[src/rtl/mkdp_pkg.sv]
// Package for the multi-key debounce and press classifier.
// Holds field widths, item and register codes, flag positions and shared structs.
// No dependencies.
package mkdp_pkg;

    localparam int MAX_KEYS_DEF = 16;
    localparam int RAW_W        = 16;
    localparam int KEY_IDX_W    = 4;
    localparam int FLAG_W       = 4;
    localparam int KCNT_W       = 5;
    localparam int BOUNCE_W     = 8;
    localparam int HOLD_W       = 16;
    localparam int TICKS_W      = 15;
    localparam int CFG_IDX_W    = 3;
    localparam int CFG_DATA_W   = 16;

    localparam logic [BOUNCE_W-1:0] BOUNCE_MAX = {BOUNCE_W{1'b1}};
    localparam logic [HOLD_W-1:0]   HOLD_MAX   = {HOLD_W{1'b1}};

    localparam int FLAG_PRESSED = 0;
    localparam int FLAG_SHORT   = 1;
    localparam int FLAG_LONG    = 2;
    localparam int FLAG_REPEAT  = 3;

    localparam logic [KCNT_W-1:0]   RST_KEY_COUNT  = 5'd0;
    localparam logic [RAW_W-1:0]    RST_ACTIVE_LOW = 16'd0;
    localparam logic [BOUNCE_W-1:0] RST_DEBOUNCE   = 8'd3;
    localparam logic [TICKS_W-1:0]  RST_LONG       = 15'd100;
    localparam logic [TICKS_W-1:0]  RST_REPEAT     = 15'd10;

    typedef enum logic [1:0] {
        KIND_SCAN      = 2'd0,
        KIND_READ      = 2'd1,
        KIND_CLEAR_ALL = 2'd2
    } kind_t;

    typedef enum logic [CFG_IDX_W-1:0] {
        CFG_KEY_COUNT  = 3'd0,
        CFG_ACTIVE_LOW = 3'd1,
        CFG_DEBOUNCE   = 3'd2,
        CFG_LONG       = 3'd3,
        CFG_REPEAT     = 3'd4
    } cfg_index_t;

    typedef struct packed {
        logic [BOUNCE_W-1:0] debounce_ticks;
        logic [TICKS_W-1:0]  long_press_ticks;
        logic [TICKS_W-1:0]  repeat_ticks;
    } timing_t;

    typedef struct packed {
        logic              scan;
        logic              clear_all;
        logic              read_clear;
        logic [FLAG_W-1:0] clear_mask;
    } key_ctrl_t;

endpackage

[src/rtl/mkdp_key.sv]
// One key of the classifier: debounce counter, hold timer and sticky event flags.
// Depends on mkdp_pkg.
module mkdp_key
    import mkdp_pkg::*;
(
    input  logic              clk,
    input  logic              rst_n,
    input  timing_t           timing,
    input  key_ctrl_t         ctrl,
    input  logic              level,
    output logic              stable_next_out,
    output logic [FLAG_W-1:0] flags
);

    logic                stable_reg, stable_next;
    logic                prev_reg, prev_next;
    logic [BOUNCE_W-1:0] bounce_reg, bounce_next;
    logic [HOLD_W-1:0]   hold_reg, hold_next;
    logic                long_reg, long_next;
    logic [FLAG_W-1:0]   flags_reg, flags_next;

    logic [BOUNCE_W-1:0] bounce_inc;
    logic [HOLD_W-1:0]   hold_inc;
    logic [HOLD_W:0]     repeat_limit;
    logic                scan_stable;
    logic                long_now;

    always_comb
    begin
        bounce_inc   = (bounce_reg == BOUNCE_MAX) ? bounce_reg : bounce_reg + 1'b1;
        hold_inc     = (hold_reg == HOLD_MAX) ? hold_reg : hold_reg + 1'b1;
        repeat_limit = {2'b00, timing.long_press_ticks} + {2'b00, timing.repeat_ticks};

        stable_next = stable_reg;
        prev_next   = prev_reg;
        bounce_next = bounce_reg;
        hold_next   = hold_reg;
        long_next   = long_reg;
        flags_next  = flags_reg;
        scan_stable = stable_reg;
        long_now    = long_reg;

        if (ctrl.scan)
        begin
            if (level == stable_reg)
            begin
                bounce_next = '0;
            end
            else if (bounce_inc >= timing.debounce_ticks)
            begin
                scan_stable = level;
                bounce_next = '0;
            end
            else
            begin
                bounce_next = bounce_inc;
            end
            stable_next = scan_stable;

            if (scan_stable)
            begin
                if (!prev_reg)
                begin
                    prev_next                = 1'b1;
                    hold_next                = '0;
                    long_next                = 1'b0;
                    flags_next[FLAG_PRESSED] = 1'b1;
                end
                else
                begin
                    hold_next = hold_inc;
                    if (!long_reg && (hold_inc >= {1'b0, timing.long_press_ticks}))
                    begin
                        long_now              = 1'b1;
                        flags_next[FLAG_LONG] = 1'b1;
                    end
                    long_next = long_now;
                    if (long_now && ({1'b0, hold_inc} >= repeat_limit))
                    begin
                        flags_next[FLAG_REPEAT] = 1'b1;
                        hold_next               = {1'b0, timing.long_press_ticks};
                    end
                end
            end
            else if (prev_reg)
            begin
                prev_next = 1'b0;
                if (!long_reg)
                begin
                    flags_next[FLAG_SHORT] = 1'b1;
                end
                hold_next = '0;
                long_next = 1'b0;
            end
        end
        else if (ctrl.clear_all)
        begin
            flags_next = '0;
        end
        else if (ctrl.read_clear)
        begin
            flags_next = flags_reg & ~ctrl.clear_mask;
        end
    end

    always_ff @(posedge clk or negedge rst_n)
    begin
        if (!rst_n)
        begin
            stable_reg <= 1'b0;
            prev_reg   <= 1'b0;
            bounce_reg <= '0;
            hold_reg   <= '0;
            long_reg   <= 1'b0;
            flags_reg  <= '0;
        end
        else
        begin
            stable_reg <= stable_next;
            prev_reg   <= prev_next;
            bounce_reg <= bounce_next;
            hold_reg   <= hold_next;
            long_reg   <= long_next;
            flags_reg  <= flags_next;
        end
    end

    assign stable_next_out = stable_next;
    assign flags           = flags_reg;

endmodule

[src/rtl/multi_key_debounce_press_classifier.sv]
// Multi-key debounce and press classifier, top level.
// Pipeline: input register, then result register; both hold while the output is stalled.
// Throughput: one item per cycle unless output stalls; in-use keys update in their per-key cells.
// Reset: asynchronous active-low; all key state and flags clear, registers take their defaults.
// Depends on mkdp_pkg and mkdp_key.
module multi_key_debounce_press_classifier
    import mkdp_pkg::*;
#(
    parameter int MAX_KEYS = MAX_KEYS_DEF
)
(
    input  logic                  clk,
    input  logic                  rst_n,
    input  logic                  in_valid,
    output logic                  in_ready,
    input  logic [1:0]            kind,
    input  logic [RAW_W-1:0]      raw_levels,
    input  logic [KEY_IDX_W-1:0]  key_index,
    input  logic [FLAG_W-1:0]     clear_mask,
    output logic                  out_valid,
    input  logic                  out_ready,
    output logic [RAW_W-1:0]      pressed_mask,
    output logic                  key_down,
    output logic                  flag_pressed,
    output logic                  flag_short,
    output logic                  flag_long,
    output logic                  flag_repeat,
    input  logic                  cfg_valid,
    output logic                  cfg_ready,
    input  logic [CFG_IDX_W-1:0]  cfg_index,
    input  logic [CFG_DATA_W-1:0] cfg_data
);

    logic [KCNT_W-1:0]    key_count_reg;
    logic [RAW_W-1:0]     active_low_reg;
    timing_t              timing_reg;

    logic                 in_valid_reg;
    logic [1:0]           kind_reg;
    logic [RAW_W-1:0]     raw_reg;
    logic [KEY_IDX_W-1:0] index_reg;
    logic [FLAG_W-1:0]    clear_reg;

    logic                 out_valid_reg;
    logic [RAW_W-1:0]     pressed_reg, pressed_next;
    logic                 down_reg, down_next;
    logic [FLAG_W-1:0]    flags_out_reg, flags_out_next;

    logic                 advance;
    logic [MAX_KEYS-1:0]  in_use;
    logic [MAX_KEYS-1:0]  read_hit;
    logic [MAX_KEYS-1:0]  stable_next;
    logic [FLAG_W-1:0]    key_flags [MAX_KEYS];
    key_ctrl_t            key_ctrl [MAX_KEYS];

    assign advance   = in_valid_reg && (!out_valid_reg || out_ready);
    assign in_ready  = !in_valid_reg || advance;
    assign cfg_ready = 1'b1;

    always_ff @(posedge clk or negedge rst_n)
    begin
        if (!rst_n)
        begin
            key_count_reg               <= RST_KEY_COUNT;
            active_low_reg              <= RST_ACTIVE_LOW;
            timing_reg.debounce_ticks   <= RST_DEBOUNCE;
            timing_reg.long_press_ticks <= RST_LONG;
            timing_reg.repeat_ticks     <= RST_REPEAT;
        end
        else if (cfg_valid)
        begin
            case (cfg_index)
                CFG_KEY_COUNT:  key_count_reg               <= cfg_data[KCNT_W-1:0];
                CFG_ACTIVE_LOW: active_low_reg              <= cfg_data[RAW_W-1:0];
                CFG_DEBOUNCE:   timing_reg.debounce_ticks   <= cfg_data[BOUNCE_W-1:0];
                CFG_LONG:       timing_reg.long_press_ticks <= cfg_data[TICKS_W-1:0];
                CFG_REPEAT:     timing_reg.repeat_ticks     <= cfg_data[TICKS_W-1:0];
                default:        ;
            endcase
        end
    end

    always_ff @(posedge clk or negedge rst_n)
    begin
        if (!rst_n)
        begin
            in_valid_reg <= 1'b0;
        end
        else if (in_ready)
        begin
            in_valid_reg <= in_valid;
        end
    end

    always_ff @(posedge clk)
    begin
        if (in_ready && in_valid)
        begin
            kind_reg  <= kind;
            raw_reg   <= raw_levels;
            index_reg <= key_index;
            clear_reg <= clear_mask;
        end
    end

    for (genvar i = 0; i < MAX_KEYS; i++)
    begin : g_key
        assign in_use[i]   = (KCNT_W'(i) < key_count_reg);
        assign read_hit[i] = in_use[i] && (index_reg == KEY_IDX_W'(i));

        always_comb
        begin
            key_ctrl[i].scan       = advance && in_use[i] && (kind_reg == KIND_SCAN);
            key_ctrl[i].clear_all  = advance && in_use[i] && (kind_reg == KIND_CLEAR_ALL);
            key_ctrl[i].read_clear = advance && read_hit[i] && (kind_reg == KIND_READ);
            key_ctrl[i].clear_mask = clear_reg;
        end

        mkdp_key u_key
        (
            .clk             (clk),
            .rst_n           (rst_n),
            .timing          (timing_reg),
            .ctrl            (key_ctrl[i]),
            .level           (raw_reg[i] ^ active_low_reg[i]),
            .stable_next_out (stable_next[i]),
            .flags           (key_flags[i])
        );
    end

    always_comb
    begin
        pressed_next   = '0;
        down_next      = 1'b0;
        flags_out_next = '0;
        for (int i = 0; i < MAX_KEYS; i++)
        begin
            pressed_next[i] = stable_next[i] && in_use[i];
            if (read_hit[i] && (kind_reg == KIND_READ))
            begin
                down_next      = stable_next[i];
                flags_out_next = key_flags[i];
            end
        end
    end

    always_ff @(posedge clk or negedge rst_n)
    begin
        if (!rst_n)
        begin
            out_valid_reg <= 1'b0;
        end
        else if (advance)
        begin
            out_valid_reg <= 1'b1;
        end
        else if (out_ready)
        begin
            out_valid_reg <= 1'b0;
        end
    end

    always_ff @(posedge clk)
    begin
        if (advance)
        begin
            pressed_reg   <= pressed_next;
            down_reg      <= down_next;
            flags_out_reg <= flags_out_next;
        end
    end

    assign out_valid    = out_valid_reg;
    assign pressed_mask = pressed_reg;
    assign key_down     = down_reg;
    assign flag_pressed = flags_out_reg[FLAG_PRESSED];
    assign flag_short   = flags_out_reg[FLAG_SHORT];
    assign flag_long    = flags_out_reg[FLAG_LONG];
    assign flag_repeat  = flags_out_reg[FLAG_REPEAT];

endmodule
[config.mk]
export PLATFORM = sky130hd
export DESIGN_NAME = multi_key_debounce_press_classifier
export DESIGN_NICKNAME = d
export VERILOG_FILES = /design/src/rtl/mkdp_pkg.sv /design/src/rtl/mkdp_key.sv /design/src/rtl/multi_key_debounce_press_classifier.sv
export SDC_FILE = /design/constraint.sdc
export NUM_CORES = 2
export LEC_CHECK = 0
export BUFFER_PORTS_ARGS = -buffer_cell sky130_fd_sc_hd__buf_2
export CAP_MARGIN = 0
export CORE_ASPECT_RATIO = 0.5
export CORE_MARGIN = 3
export CORE_UTILIZATION = 55
export CTS_CLUSTER_DIAMETER = 30
export CTS_CLUSTER_SIZE = 30
export DETAILED_ROUTE_END_ITERATION = 16
export MAX_ROUTING_LAYER = met4
export PLACE_DENSITY = 0.77
export SETUP_SLACK_MARGIN = 0.4
export SLEW_MARGIN = 20
export SYNTH_ARGS = -nofsm -noshare
export SYNTH_HDL_FRONTEND = slang
export SYNTH_SLANG_ARGS = --single-unit
export TNS_END_PERCENT = 100
[constraint.sdc]
create_clock -name clk -period 8.9 [get_ports clk]
set_input_delay 0.89 -clock clk [delete_from_list [all_inputs] [get_ports clk]]
set_output_delay 0.89 -clock clk [all_outputs]
set_load 0.01 [all_outputs]
Word level (Yosys, flattened, before mapping)
Cells that the tools add are included.
- register bits: 604
- bits of input ports: 50
- output and inout bits: 24
- logic and storage cells: 1318
- add/subtract/negate cells: 33
- order comparisons: 64
- eq/ne operators: 181
- multiplexer cells: 546
- bitwise logic cells: 33
- reduce and logical (&&, ||, !) cells: 303
- operators by type and width (kind ; number):
    two-way mux 16 bit ; 80
    two-way mux 8 bit ; 48
    two-way mux 1 bit ; 322
    >= comparator 16 x 17 -> 1 bit ; 16
    adder 16 x 1 -> 16 bit (second input constant) ; 16
    equality test 16 bit (second input constant) ; 16
    >= comparator 16 x 15 -> 1 bit ; 16
    two-way mux 4 bit ; 64
    inequality test 2 bit (second input constant) ; 112
    AND reduction 4 bit ; 48
    logical AND 1 bit ; 162
    adder 8 x 1 -> 8 bit (second input constant) ; 16
    equality test 8 bit (second input constant) ; 16
    >= comparator 8 bit ; 16
    bitwise AND 4 bit ; 16
    two-way mux 2 bit ; 32
    AND reduction 3 bit ; 16
    nonzero test 3 bit ; 16
    AND reduction 2 bit ; 21
    less-than comparator 4 x 5 -> 1 bit (first input constant) ; 8
    nonzero test 2 bit ; 17
    equality test 4 bit (second input constant) ; 8
    less-than comparator 3 x 5 -> 1 bit (first input constant) ; 4
    zero test 1 bit ; 18
    18 further kinds ; 56

Longest topological paths before layout
- depth after elaboration: 23
- depth in mapped cells: 22
- mapped depth without buffers: 21

By module
A second synthesis with hierarchy kept.
- cells, all modules: 7419
- area, all modules: 63190.6 µm²
- by module, submodules not included (module ; times used ; cells an instance ; area each (µm²) ; sequential area each (µm²)):
    mkdp_key at g_key[13].u_key ... ; 7 ; 448 ; 3713.6 ; 775.7
    mkdp_key at g_key[0].u_key ... ; 6 ; 425 ; 3472.1 ; 775.7
    multi_key_debounce_press_classifier ; 1 ; 488 ; 5670.4 ; 2946.6
    mkdp_key at g_key[3].u_key ; 1 ; 407 ; 3614.7 ; 775.7
    mkdp_key at g_key[9].u_key ; 1 ; 424 ; 3579.7 ; 775.7
    mkdp_key at g_key[15].u_key ; 1 ; 414 ; 3498.4 ; 775.7

Least setup slack after synthesis
Ideal clock, no wire load.
- path type: reg-to-reg
- start: register timing_reg[15] in the netlist's numbering
- end: register g_key[13].u_key.hold_reg[8]
- setup time: 0.082 ns
- arrival time: 4.917 ns
- required time: 8.818 ns
- slack: 3.901 ns
- stages on the path, launching flop included: 23
- path buffers: 1
- clock period less this slack: 4.999 ns
- path through: dfrtp_1 ha_1 fa_1 a21o_1 a21oi_1 nand2b_1 a21oi_1 nand4_1 a31o_2 o21bai_1 a21oi_1 xor2_1 ha_1 a21o_1 a21o_1 a2111oi_0 o311ai_0 nand2_1 a31oi_1 buf_2 nor3_1 a21oi_1 o22ai_1
- word-level cells in the longest chain between the ends: 10
- elaborated cells between the ends (all ways): 12
- those cells by class: 1 x add/sub; 2 x order compare; 7 x mux; 2 x reduce/logical
- ends and longest elaborated chain (what ; RTL line ; text):
    start: declaration ; multi_key_debounce_press_classifier.sv:36 ; timing_t timing_reg;
    parallel branches: the longest is 6 deep, another holds >= comparator 16 x 17 -> 1 bit ; n/a ;
    logical AND 1 bit * ; mkdp_key.sv:78 ; if (long_now && ({1'b0, hold_inc} >= repeat_limit))
    two-way mux 16 bit * ; mkdp_key.sv:78 ;
    two-way mux 16 bit * ; mkdp_key.sv:62 ; if (!prev_reg)
    two-way mux 16 bit * ; mkdp_key.sv:60 ; if (scan_stable)
    end signal: assignment ; mkdp_key.sv:122 ; hold_reg <= hold_next;
    end: declaration ; mkdp_key.sv:18 ; logic [HOLD_W-1:0] hold_reg, hold_next;
Mark *: on every way between the ends. The select of a mux whose other input is x is not followed.
A chain may end at the register's enable or synchronous reset.

Final worst setup path
- start: register timing_reg[20] in the netlist's numbering
- end: register g_key[4].u_key.hold_reg[4]
- word-level cells in the longest chain between the ends: 10
- elaborated cells between the ends (all ways): 12
- those cells by class: 1 x add/sub; 2 x order compare; 7 x mux; 2 x reduce/logical
- ends and longest elaborated chain (what ; RTL line):
    parallel branches: the longest is 6 deep, another holds >= comparator 16 x 17 -> 1 bit ; n/a
    logical AND 1 bit * ; mkdp_key.sv:78
    two-way mux 16 bit * ; mkdp_key.sv:78
    two-way mux 16 bit * ; mkdp_key.sv:62
    two-way mux 16 bit * ; mkdp_key.sv:60
    end signal: assignment ; mkdp_key.sv:122
    end: declaration ; mkdp_key.sv:18
Marked as above.

==> impl_metrics.tcl <==
set metrics [dict create \
    cts_resized 0 \
    critPathMaxFanout 21 \
    muxShareOfSynthArea 0.0525 \
    crit_path_end_kind "flip-flop" \
    seq_area_frac_synth 0.314 \
    drc_errors 0 \
    numCtsBuffers 105 \
    die_area_um2 92700 \
    antenna_found_initial 6 \
    synth-xor-area-share 0.0482 \
    slew_viol_final 0 \
    whs_ps 176 \
    synthAdderAreaFrac 0.172 \
    yosys_warnings 0 \
    setup_violations 0 \
    skew_ps 50.9 \
    path_clk_slew_ps 60 \
    power_density_nw_per_um2 229 \
    r2r-start "timing_reg[20]" \
    slew_headroom 0.180 \
    dp_hpwl_mm 123 \
    drt_iter0_markers 6023 \
    rows 76 \
    wire_per_inst_um 25.4 \
    area_delta_synth_final_pct 12.1 \
    clk_path_buf_depth 3 \
    io_pins 74 \
    setup.worst_path.class "flip-flop to flip-flop" \
    synth_cell_type_count 93 \
    clkSinkCount 604 \
    final.setup.tns_ps 0 \
    antenna_left 0 \
    cts-root-buf "clkbuf_16" \
    ys_seq_elements 604 \
    htree_levels 3 \
    drive_above_1_share 0.0968 \
    hp-class "primary input to async pin" \
    reg2reg_slack_ps 2860 \
    layout_commonest_cell "ha_1" \
    r2r_cells 19 \
    cp.arrival_ps 6680 \
    post-route-cell-area_um2 54800 \
    r2r-end "g_key[4].u_key.hold_reg[4]" \
    drt-pass1-iter-count 6 \
    async_reset_ff_frac 0.922 \
    finalNetCount 6326 \
    initial_core_util 0.561 \
    synth_edf_count 47 \
    grt_max_degree 134 \
    postCtsSetupRepairBufs 0 \
    core_um2 87100 \
    synth-compound-area-share 0.202 \
    syn_inst 5508 \
    port_buffers 72 \
    final_cell_mix "ha_1 (671), nand2_1 (628), dfrtp_1 (549)" \
    synth_flop_cell "dfrtp_1" \
    power_mw 12.6 \
    netlist_area_um2 48900 \
    gp_congestion 1.05 \
    drv_cap 0 \
    hold_viol 0 \
    clock_latency_ps 750 \
    via_per_inst 6.81 \
    worst_pin_slew_ps 1230 \
    status "completed" \
    rsz0062_at_grt "no" \
    dr_total_vias 46800 \
    critPathLaunchType "flip-flop" \
    finalWirelength_mm 175 \
    min_period_ps 6040 \
    p_leak_nw 24.9 \
    die_w_um 428 \
    critical_path_required_ps 9540 \
    postPlaceCellArea_um2 51000 \
    cts_tree "built" \
    synth_top_family_by_area "compound AO/OA/AOI/OAI gates" \
    grt_pass1_wl_mm 264 \
    die_height_um 217 \
    fmax_mhz 166 \
    grt_pass1_vias 44400 \
    final.period_utilization 0.678 \
    postCtsHoldBufs 0 \
    largest_reg_flops 256 \
    track_usage 0.381 \
    ir_drop_mv 0.189 \
    yosys.area_share.simple 0.185 \
    syn_nets 6230 \
    globalRoute.totalOverflow 0 \
    avgSynthCellArea_um2 8.88 \
]
## layout make-up
type	count	area, um2
Multi-Input combinational cell	4573	32500
Fill cell	7183	32300
Sequential cell	604	15400
Clock buffer	125	2790
Tap cell	1170	1460
Timing Repair Buffer	170	1130
Clock inverter	72	992
Inverter	150	563
Antenna cell	8	20.0
## per-stage QoR
stage	instances	util	setup slack, ps
floorplan	5508	-	3900
global placement	6665	0.585	3280
detailed placement	6666	0.585	3170
CTS	6863	0.628	3100
global route	6869	0.629	2650
finish	6872	0.629	2860
## where the power goes
| group | total, mW | switching, mW | internal [mW] |
|---|---|---|---|
| clock network | 4.34 | 1.63 | 2.72 |
| logic | 4.78 | 3.14 | 1.64 |
| registers | 3.45 | 0.377 | 3.07 |
| total | 12.6 | 5.14 | 7.43 |
## cells by family after synthesis
logic type               Yosys count
XOR/XNOR                         269
flip-flops                       604
buffers and inverters            331
multiplexers                     244
AO/OA/AOI/OAI                   1506
adder cells (fa/ha/maj)          672
other                              1
AND/OR/NAND/NOR                 1881
## worst max-delay path by stage
stage                                        endpoint                       start  depth (start not counted)
after floorplan           g_key[13].u_key.hold_reg[8]              timing_reg[15]                         22
after global placement     g_key[4].u_key.hold_reg[4]              timing_reg[20]                         19
after detailed placement   g_key[4].u_key.hold_reg[4]              timing_reg[20]                         19
after CTS                  g_key[4].u_key.hold_reg[4]              timing_reg[20]                         19
after global routing       g_key[9].u_key.hold_reg[9]  g_key[9].u_key.hold_reg[0]                         18
final                      g_key[4].u_key.hold_reg[4]              timing_reg[20]                         19
## worst max-delay path, stage by stage (launching register included)
cell      delay, ps
dfstp_2         800
ha_1            390
or2_2           320
o31a_1          120
and3_1          180
nor2_1          100
a21oi_1         110
a31o_2          300
xnor2_2         730
buf_4           410
ha_1            280
nand4_1         100
nor3_1           50
a211oi_1        330
o211ai_1        140
a21oi_1         380
o21bai_2        470
nor2b_1         300
a21oi_1         140
o21ai_0         230
## routing by layer
metal / part of all wire / track usage
met1: 0.41 / 0.504
met2: 0.41 / 0.537
met4: 0.051 / 0.171
met3: 0.13 / 0.114
met5: 0 / -
## synth_stat cells (26+ instances only)
cell type,n,area (um2)
and2_1,26,163
a22o_1,82,718
edfxtp_1,47,1410
xor2_1,83,727
nand2b_1,100,626
mux2i_1,146,1460
nor2_1,339,1270
o21a_1,66,495
a211oi_1,35,263
xnor2_1,186,1630
dfrtp_1,550,13800
nor4_1,31,194
nor2b_1,53,332
o31ai_1,57,428
and3_1,52,325
o211ai_1,28,210
o22ai_1,30,188
a21oi_1,302,1510
mux2_2,96,1080
a21o_1,88,661
nor3_1,127,636
clkbuf_1,147,552
nand3_1,288,1440
inv_1,147,552
nand4_1,106,663
or3_1,30,188
o21ai_0,447,2240
nand2_1,628,2360
a32oi_1,38,333
ha_1,671,8400
a31oi_1,52,325
Power figures use the tool's default switching activity.
